File: config.mk
export PLATFORM = sky130hd
export DESIGN_NAME = touch_pad_baseline_and_detect_core
export DESIGN_NICKNAME = d
export VERILOG_FILES = /design/src/design/tpbd_pkg.sv /design/src/design/touch_pad_baseline_and_detect_core.sv /design/src/design/tpbd_datapath.sv /design/src/design/tpbd_ctrl.sv
export VERILOG_INCLUDE_DIRS = /design/src /design/src/design
export SDC_FILE = /design/constraint.sdc
export NUM_CORES = 1
export LEC_CHECK = 0
export ABC_AREA = 1
export BUFFER_PORTS_ARGS = -buffer_cell sky130_fd_sc_hd__buf_4
export CAP_MARGIN = 0
export CORE_MARGIN = 1
export CORE_UTILIZATION = 65
export DETAILED_ROUTE_END_ITERATION = 10
export HOLD_SLACK_MARGIN = 0.12
export MAX_ROUTING_LAYER = met4
export PLACE_DENSITY = 0.92
export SLEW_MARGIN = 5
export SYNTH_ARGS = -nofsm -noshare
export SYNTH_HDL_FRONTEND = slang
export SYNTH_SLANG_ARGS = --single-unit
File: constraint.sdc
create_clock -name aclk -period 6.25 [get_ports aclk]
set_input_delay 1.5625 -clock aclk [delete_from_list [all_inputs] [get_ports aclk]]
set_output_delay 1.5625 -clock aclk [all_outputs]
set_load 0.05 [all_outputs]
File: src/design/assert_macros.svh
// Assertion macros for the touch pad controller.
`ifndef ASSERT_MACROS_SVH
`define ASSERT_MACROS_SVH

// Consequent must hold in the same cycle as the antecedent.
`define TPBD_ASSERT_NOW(lbl, ante, cons) \
    lbl: assert property (@(posedge aclk) disable iff (!aresetn) (ante) |-> (cons)) \
        else $error("%m: same-cycle check failed");

// Consequent must hold in the cycle after the antecedent.
`define TPBD_ASSERT_NEXT(lbl, ante, cons) \
    lbl: assert property (@(posedge aclk) disable iff (!aresetn) (ante) |=> (cons)) \
        else $error("%m: next-cycle check failed");

`endif

File: src/design/tpbd_pkg.sv
// Shared types, codes and elaboration helpers for the touch pad baseline/detect block.
package tpbd_pkg;

    localparam int COUNT_W = 16;
    localparam logic [COUNT_W-1:0] THRESHOLD_RESET = 16'd100;

    localparam logic MODE_CAL  = 1'b0;
    localparam logic MODE_SCAN = 1'b1;
    localparam logic KIND_CAL  = 1'b0;
    localparam logic KIND_SCAN = 1'b1;

    typedef struct packed {
        logic cal_write;
        logic scan_update;
        logic sort_step;
        logic acc_clear;
        logic sum_add;
        logic div_step;
        logic load_out;
        logic out_kind;
    } cmd_t;

    typedef struct packed {
        logic cal_last;
        logic scan_last;
    } status_t;

    // samples dropped from each end; clipped so at least one sample is averaged
    function automatic int trim_eff(int n, int t);
        return (2 * t >= n) ? (n - 1) / 2 : t;
    endfunction

    function automatic int kept_count(int n, int t);
        return n - 2 * trim_eff(n, t);
    endfunction

    function automatic int sum_width(int k);
        return COUNT_W + $clog2(k);
    endfunction

    // step counter covers the sort passes, which are never fewer than the kept samples
    function automatic int step_width(int n);
        return $clog2(n);
    endfunction

endpackage

File: src/design/touch_pad_baseline_and_detect_core.sv
// Top level of the touch pad baseline and touch detect block.
// Input channel (s_valid/s_ready): s_mode selects calibration (0) or scan (1);
// s_charge_count is the measured pad charge time.
// Result channel (m_valid/m_ready): m_kind 0 = calibration finished, 1 = scan
// decision; m_touched flags a touch; m_baseline_value is the current baseline.
// cfg_wr_en/cfg_wr_data write the touch threshold (reset value 100).
// Calibration: every CAL_SAMPLES-th calibration item triggers an odd-even sort,
// a trimmed sum (one kept sample per cycle) and a reciprocal-multiply divide;
// s_ready stays low until the result is loaded into the output register.
// Other calibration items are only stored and leave s_ready high.
// Scan: the last item of each SCAN_SAMPLES group loads its result into the
// output register through an emit state, with s_ready low until then.
// The result sits in an output register; the block keeps working while it
// waits, and holds off the next result until the previous item is taken.
// Reset clears counters, running maximum and baseline and loads the threshold.
module touch_pad_baseline_and_detect_core #(
    parameter int CAL_SAMPLES   = 10,
    parameter int TRIM_EACH_END = 2,
    parameter int SCAN_SAMPLES  = 3
) (
    input  logic        aclk,
    input  logic        aresetn,
    input  logic        cfg_wr_en,
    input  logic [15:0] cfg_wr_data,
    input  logic        s_valid,
    output logic        s_ready,
    input  logic        s_mode,
    input  logic [15:0] s_charge_count,
    output logic        m_valid,
    input  logic        m_ready,
    output logic        m_kind,
    output logic        m_touched,
    output logic [15:0] m_baseline_value
);

    localparam int STEP_W = tpbd_pkg::step_width(CAL_SAMPLES);

    tpbd_pkg::cmd_t    cmd;
    tpbd_pkg::status_t status;
    logic [STEP_W-1:0] step;

    tpbd_ctrl #(
        .CAL_SAMPLES   (CAL_SAMPLES),
        .TRIM_EACH_END (TRIM_EACH_END),
        .STEP_W        (STEP_W)
    ) u_ctrl (
        .aclk      (aclk),
        .aresetn   (aresetn),
        .in_valid  (s_valid),
        .in_ready  (s_ready),
        .in_mode   (s_mode),
        .out_valid (m_valid),
        .out_ready (m_ready),
        .status    (status),
        .cmd       (cmd),
        .step      (step)
    );

    tpbd_datapath #(
        .CAL_SAMPLES   (CAL_SAMPLES),
        .TRIM_EACH_END (TRIM_EACH_END),
        .SCAN_SAMPLES  (SCAN_SAMPLES),
        .STEP_W        (STEP_W)
    ) u_datapath (
        .aclk         (aclk),
        .aresetn      (aresetn),
        .cfg_wr_en    (cfg_wr_en),
        .cfg_wr_data  (cfg_wr_data),
        .in_count     (s_charge_count),
        .cmd          (cmd),
        .step         (step),
        .status       (status),
        .out_kind     (m_kind),
        .out_touched  (m_touched),
        .out_baseline (m_baseline_value)
    );

endmodule

File: src/design/tpbd_datapath.sv
// Datapath: sample store with odd-even sort, trimmed sum, reciprocal divide, scan tracking.
module tpbd_datapath #(
    parameter int CAL_SAMPLES   = 10,
    parameter int TRIM_EACH_END = 2,
    parameter int SCAN_SAMPLES  = 3,
    parameter int STEP_W        = 5
) (
    input  logic                          aclk,
    input  logic                          aresetn,
    input  logic                          cfg_wr_en,
    input  logic [tpbd_pkg::COUNT_W-1:0]  cfg_wr_data,
    input  logic [tpbd_pkg::COUNT_W-1:0]  in_count,
    input  tpbd_pkg::cmd_t                cmd,
    input  logic [STEP_W-1:0]             step,
    output tpbd_pkg::status_t             status,
    output logic                          out_kind,
    output logic                          out_touched,
    output logic [tpbd_pkg::COUNT_W-1:0]  out_baseline
);

    localparam int CW     = tpbd_pkg::COUNT_W;
    localparam int TRIM   = tpbd_pkg::trim_eff(CAL_SAMPLES, TRIM_EACH_END);
    localparam int KEPT   = tpbd_pkg::kept_count(CAL_SAMPLES, TRIM_EACH_END);
    localparam int SUM_W  = tpbd_pkg::sum_width(KEPT);
    localparam int CIDX_W = $clog2(CAL_SAMPLES);
    localparam int SCNT_W = $clog2(SCAN_SAMPLES + 1);
    // sum / KEPT == (sum * RECIP) >> DIV_S, exact for every SUM_W-bit sum
    localparam int DIV_S  = SUM_W + $clog2(KEPT);
    localparam int PROD_W = 2 * SUM_W + 2;
    localparam logic [SUM_W+1:0] RECIP =
        (SUM_W+2)'(((64'd1 << DIV_S) + 64'(KEPT - 1)) / 64'(KEPT));

    logic [CW-1:0]     cal_mem [CAL_SAMPLES];
    logic [CW-1:0]     sorted_next [CAL_SAMPLES];
    logic [CIDX_W-1:0] cal_count_reg;
    logic [SCNT_W-1:0] scan_count_reg;
    logic [CW-1:0]     scan_max_reg;
    logic [CW-1:0]     baseline_reg;
    logic [CW-1:0]     threshold_reg;
    logic [SUM_W-1:0]  acc_reg;
    logic [CIDX_W-1:0] sum_idx;
    logic [PROD_W-1:0] product;
    logic [CW-1:0]     quotient;
    logic              hit;

    assign status.cal_last  = (cal_count_reg == CIDX_W'(CAL_SAMPLES - 1));
    assign status.scan_last = (scan_count_reg == SCNT_W'(SCAN_SAMPLES - 1));

    // one odd-even transposition pass; step[0] picks the pair phase
    always_comb begin
        sorted_next = cal_mem;
        for (int i = 0; i < CAL_SAMPLES - 1; i++) begin
            if ((i[0] == step[0]) && (cal_mem[i] > cal_mem[i+1])) begin
                sorted_next[i]   = cal_mem[i+1];
                sorted_next[i+1] = cal_mem[i];
            end
        end
    end

    assign sum_idx  = CIDX_W'(TRIM) + step[CIDX_W-1:0];
    assign product  = PROD_W'(acc_reg) * PROD_W'(RECIP);
    assign quotient = product[DIV_S +: CW];
    assign hit      = ({1'b0, scan_max_reg} > ({1'b0, baseline_reg} + {1'b0, threshold_reg}));

    always_ff @(posedge aclk) begin
        if (cmd.cal_write) begin
            cal_mem[cal_count_reg] <= in_count;
        end else if (cmd.sort_step) begin
            cal_mem <= sorted_next;
        end
    end

    always_ff @(posedge aclk) begin
        if (!aresetn) begin
            cal_count_reg  <= '0;
            scan_count_reg <= '0;
            scan_max_reg   <= '0;
            baseline_reg   <= '0;
            threshold_reg  <= tpbd_pkg::THRESHOLD_RESET;
        end else begin
            if (cfg_wr_en) begin
                threshold_reg <= cfg_wr_data;
            end
            if (cmd.cal_write) begin
                cal_count_reg <= status.cal_last ? '0 : cal_count_reg + 1'b1;
            end
            if (cmd.scan_update) begin
                if (in_count > scan_max_reg) begin
                    scan_max_reg <= in_count;
                end
                scan_count_reg <= status.scan_last ? '0 : scan_count_reg + 1'b1;
            end
            if (cmd.load_out) begin
                if (cmd.out_kind == tpbd_pkg::KIND_CAL) begin
                    baseline_reg <= acc_reg[CW-1:0];
                end else begin
                    scan_max_reg <= '0;
                end
            end
        end
    end

    // accumulate kept samples, then replace the sum by its quotient in one step
    always_ff @(posedge aclk) begin
        if (cmd.acc_clear) begin
            acc_reg <= '0;
        end else if (cmd.sum_add) begin
            acc_reg <= acc_reg + SUM_W'(cal_mem[sum_idx]);
        end else if (cmd.div_step) begin
            acc_reg <= SUM_W'(quotient);
        end
    end

    always_ff @(posedge aclk) begin
        if (cmd.load_out) begin
            out_kind <= cmd.out_kind;
            if (cmd.out_kind == tpbd_pkg::KIND_CAL) begin
                out_touched  <= 1'b0;
                out_baseline <= acc_reg[CW-1:0];
            end else begin
                out_touched  <= hit;
                out_baseline <= baseline_reg;
            end
        end
    end

endmodule

File: src/design/tpbd_ctrl.sv
// Controller: sequences accept, sort, sum, divide and result hand-off.
`include "assert_macros.svh"

module tpbd_ctrl #(
    parameter int CAL_SAMPLES   = 10,
    parameter int TRIM_EACH_END = 2,
    parameter int STEP_W        = 5
) (
    input  logic               aclk,
    input  logic               aresetn,
    input  logic               in_valid,
    output logic               in_ready,
    input  logic               in_mode,
    output logic               out_valid,
    input  logic               out_ready,
    input  tpbd_pkg::status_t  status,
    output tpbd_pkg::cmd_t     cmd,
    output logic [STEP_W-1:0]  step
);

    localparam int KEPT  = tpbd_pkg::kept_count(CAL_SAMPLES, TRIM_EACH_END);

    typedef enum logic [2:0] {
        ST_IDLE,
        ST_SORT,
        ST_SUM,
        ST_DIV,
        ST_EMIT
    } state_t;

    state_t            state_reg;
    logic [STEP_W-1:0] step_reg;
    logic              kind_reg;
    logic              out_valid_reg;
    logic              accept;
    logic              step_done;

    assign in_ready  = (state_reg == ST_IDLE);
    assign accept    = in_valid && in_ready;
    assign out_valid = out_valid_reg;
    assign step      = step_reg;

    always_comb begin
        unique case (state_reg)
            ST_SORT: step_done = (step_reg == STEP_W'(CAL_SAMPLES - 1));
            ST_SUM:  step_done = (step_reg == STEP_W'(KEPT - 1));
            ST_DIV:  step_done = 1'b1;
            default: step_done = 1'b0;
        endcase
    end

    always_comb begin
        cmd             = '0;
        cmd.cal_write   = accept && (in_mode == tpbd_pkg::MODE_CAL);
        cmd.scan_update = accept && (in_mode == tpbd_pkg::MODE_SCAN);
        cmd.acc_clear   = cmd.cal_write && status.cal_last;
        cmd.sort_step   = (state_reg == ST_SORT);
        cmd.sum_add     = (state_reg == ST_SUM);
        cmd.div_step    = (state_reg == ST_DIV);
        cmd.load_out    = (state_reg == ST_EMIT) && (!out_valid_reg || out_ready);
        cmd.out_kind    = kind_reg;
    end

    always_ff @(posedge aclk) begin
        if (!aresetn) begin
            state_reg     <= ST_IDLE;
            step_reg      <= '0;
            kind_reg      <= tpbd_pkg::KIND_CAL;
            out_valid_reg <= 1'b0;
        end else begin
            if (cmd.load_out) begin
                out_valid_reg <= 1'b1;
            end else if (out_ready) begin
                out_valid_reg <= 1'b0;
            end

            unique case (state_reg)
                ST_IDLE: begin
                    step_reg <= '0;
                    if (cmd.cal_write && status.cal_last) begin
                        kind_reg  <= tpbd_pkg::KIND_CAL;
                        state_reg <= ST_SORT;
                    end else if (cmd.scan_update && status.scan_last) begin
                        kind_reg  <= tpbd_pkg::KIND_SCAN;
                        state_reg <= ST_EMIT;
                    end
                end
                ST_SORT, ST_SUM, ST_DIV: begin
                    if (step_done) begin
                        step_reg <= '0;
                        unique case (state_reg)
                            ST_SORT: state_reg <= ST_SUM;
                            ST_SUM:  state_reg <= ST_DIV;
                            default: state_reg <= ST_EMIT;
                        endcase
                    end else begin
                        step_reg <= step_reg + 1'b1;
                    end
                end
                ST_EMIT: begin
                    if (cmd.load_out) begin
                        state_reg <= ST_IDLE;
                    end
                end
                default: state_reg <= ST_IDLE;
            endcase
        end
    end

    `TPBD_ASSERT_NEXT(a_cal_round_starts_sort, cmd.cal_write && status.cal_last, state_reg == ST_SORT && !in_ready)
    `TPBD_ASSERT_NEXT(a_div_ends_in_emit, state_reg == ST_DIV && step_done, state_reg == ST_EMIT)
    `TPBD_ASSERT_NEXT(a_emit_holds_on_stall, state_reg == ST_EMIT && out_valid_reg && !out_ready, state_reg == ST_EMIT && out_valid_reg)

endmodule

==> flow_metrics.env <==
export IMPL_status="completed"
export IMPL_fp_row_count=73
export IMPL_io_buffers=57
export IMPL_clock_sinks=260
export IMPL_layout_min_cycle_time_ns=5.79
export IMPL_tightest_slew_ns=1.17
export IMPL_synth_area_um2=26100
export IMPL_antenna_left=0
export IMPL_ys_seq_area_share_pct=26.7
export IMPL_cts_root_buf="clkbuf_16"
export IMPL_die_w_um=203
export IMPL_synth_top_cells_by_count="1038 x nand2_1, 606 x inv_1, 341 x ha_1, 282 x nor2_1, 270 x a21oi_1"
export IMPL_fin_nets=4141
export IMPL_rsz0062_at_grt="false"
export IMPL_setup_viol=0
export IMPL_wl_mm=87.0
export IMPL_cts_repair_resized=0
export IMPL_synth_top_cell_area_share_pct=20.4
export IMPL_die_area_um2=41000
export IMPL_hold_viol=0
export IMPL_gp_congestion=1.05
export IMPL_cts_buffers=31
export IMPL_grt_max_degree=107
export IMPL_route_detailed_drc=0
export IMPL_setup_tns_ns=0
export IMPL_critPathCaptureType="flop"
export IMPL_area_delta_synth_final_pct=6.65
export IMPL_hp_class="flop to flop"
export IMPL_synth_avg_cell_area_um2=7.14
export IMPL_yosysUniqueCellTypes=51
export IMPL_coreArea_um2=39700
export IMPL_syn_inst=3663
export IMPL_dp_worst_setup_slack_ns=0.475
export IMPL_yosys_most_used_dff="edfxtp_1"
export IMPL_hold_buffers=0
export IMPL_reg2regPathDepth=24
export IMPL_vias=25500
export IMPL_cts_setup_buffers=0
export IMPL_dieHeight_um=203
export IMPL_final_cells=4206
export IMPL_hold_depth=2
export IMPL_clkTransAtPathRegs_ns=0.08
export IMPL_yosysWarningCount=0
export IMPL_dp_cells=4152
export IMPL_drv_cap=0
export IMPL_clock_skew_ns=0.0198
export IMPL_async_flop_share_pct=0
export IMPL_min_from="u_datapath.baseline_reg[10]"
export IMPL_crit_fanout=6
export IMPL_cts_tree="done"
export IMPL_post_route_worst_setup_slack_ns=0.461
export IMPL_grt_antenna_before_repair=0
export IMPL_hpwl_mm=66.6
export IMPL_clk_latency_ns=0.61
export IMPL_overflow=0
export IMPL_slew_headroom_pct=22.0
export IMPL_r2r_slack_ns=0.46
export IMPL_ios=58
export IMPL_required_ns=6.73
export IMPL_firstDrtPassIters=6
export IMPL_synth_edf_count=178
export IMPL_grt_usage_pct=43.5
export IMPL_slew_viol_final=0
export IMPL_diodes=0
export IMPL_clockBufferDepth=3
export IMPL_r2r_start="u_datapath.acc_reg[15]"
export IMPL_r2r_end="u_datapath.acc_reg[15]"
export IMPL_via_per_inst=6.06
export IMPL_start_kind="flop"
export IMPL_fillers=3236
export IMPL_fmax_mhz=173
export IMPL_grt_pass1_wl_mm=133
export IMPL_wire_per_inst_um=20.7
export IMPL_crit_arrival_ns=6.27
export IMPL_yosysMostFrequentCell="nand2_1"
export IMPL_start_util_pct=65.8
export IMPL_holdPathEnd="u_datapath.baseline_reg[10]"
export IMPL_ys_ff_latch=260
export IMPL_synth_area_leaders="edfxtp_1 20%, ha_1 16%, nand2_1 15%"
export IMPL_finalCritPeriodShare_pct=92.6
export IMPL_grt_pass1_vias=24100
export IMPL_crit_type="flop to flop"
export IMPL_drive_gt1_share_pct=4.10
export IMPL_largest_reg_flops=160
export IMPL_drt_iter0_drc=2852
export IMPL_syn_nets=4144
export IMPL_htreeDepth=1
export IMPL_yosys_area_top_type="edfxtp_1"
[stage by stage]
step / cell area [µm²] / hold slack, ns / util [%]
floorplan: 26100 / 0.435 / -
global placement: 26900 / 0.451 / 67.7
detailed placement: 26900 / 0.460 / 67.7
CTS: 27900 / 0.472 / 70.2
global route: 27900 / 0.486 / 70.2
finish: 27900 / 0.474 / 70.2
[routing by layer]
layer / part of all wire (%) / routed length, µm / global-route usage, %
met1: 37 / 31900 / 52.1
met2: 44 / 38100 / 66.1
met3: 11 / 9290 / 7.74
met4: 8.9 / 7760 / 31.4
met5: 0 / 0 / -
[worst max-delay path by stage]
stage          cells past startpoint                     end                   start  slack (ns)
4_1_cts                           24  u_datapath.acc_reg[15]  u_datapath.acc_reg[15]        0.42
6_report                          24  u_datapath.acc_reg[15]  u_datapath.acc_reg[15]        0.46
3_3_place_gp                      24  u_datapath.acc_reg[15]  u_datapath.acc_reg[15]        0.61
5_1_grt                           24  u_datapath.acc_reg[15]  u_datapath.acc_reg[15]        0.07
2_1_floorplan                     24  u_datapath.acc_reg[15]  u_datapath.acc_reg[15]        1.15
3_5_place_dp                      24  u_datapath.acc_reg[15]  u_datapath.acc_reg[15]        0.48
[cells by family after synthesis]
logic type,count (synthesis),synth area share [%]
xor gates and xnor gates,23,0.771
buffers and inverters,735,10.8
DFF,260,26.7
AOI/OAI and AO/OA,566,12.0
adders and majority gates,443,24.1
and+or+nand+nor,1636,25.6
[layout make-up]
cell class              instances  area, µm²  share of cell area, %
inverters                     619       2330                   8.34
multi-input cells            2668      16300                   58.6
clock buffers                  36        795                   2.85
clock inverters                18        168                  0.601
well taps                     525        657                   2.36
repair buffers                 80        613                   2.20
flip-flops and latches        260       6990                   25.1
[critical path: stages (launching register included)]
cell and delay [ns]:
dfxtp_1 0.41, ha_1 0.38, inv_1 0.08, fa_1 0.48, inv_1 0.09, fa_2 0.65, inv_1 0.10, fa_1 0.57
inv_1 0.11, fa_1 0.56, inv_1 0.06, fa_1 0.54, inv_1 0.04, ha_1 0.37, nand2_1 0.12, nor2_1 0.24
nand2_1 0.11, nor2_1 0.17, nand3_1 0.10, nand2_1 0.08, inv_1 0.05, nand2_1 0.06, nand2_1 0.05, nand3_1 0.14
a21oi_1 0.08
[cells in the final DEF (no fill, tap or decap), drive strengths merged, types with 6 or more instances in the layout]
master,n
nand2,1039
inv,624
ha,341
nor2,285
a21oi,270
nand3,234
edfxtp,178
o21ai,178
fa,102
dfxtp,82
buf,80
clkbuf,36
o22ai,33
nor3,31
nand4,26
o21bai,23
o311ai,16
xnor2,12
o221ai,12
xor2,11
clkinv,10
a21o,9
nand3b,6
a31oi,6
Power is not shown: default switching activity piles up to over one toggle a cycle in this logic, so the estimate is an artifact.
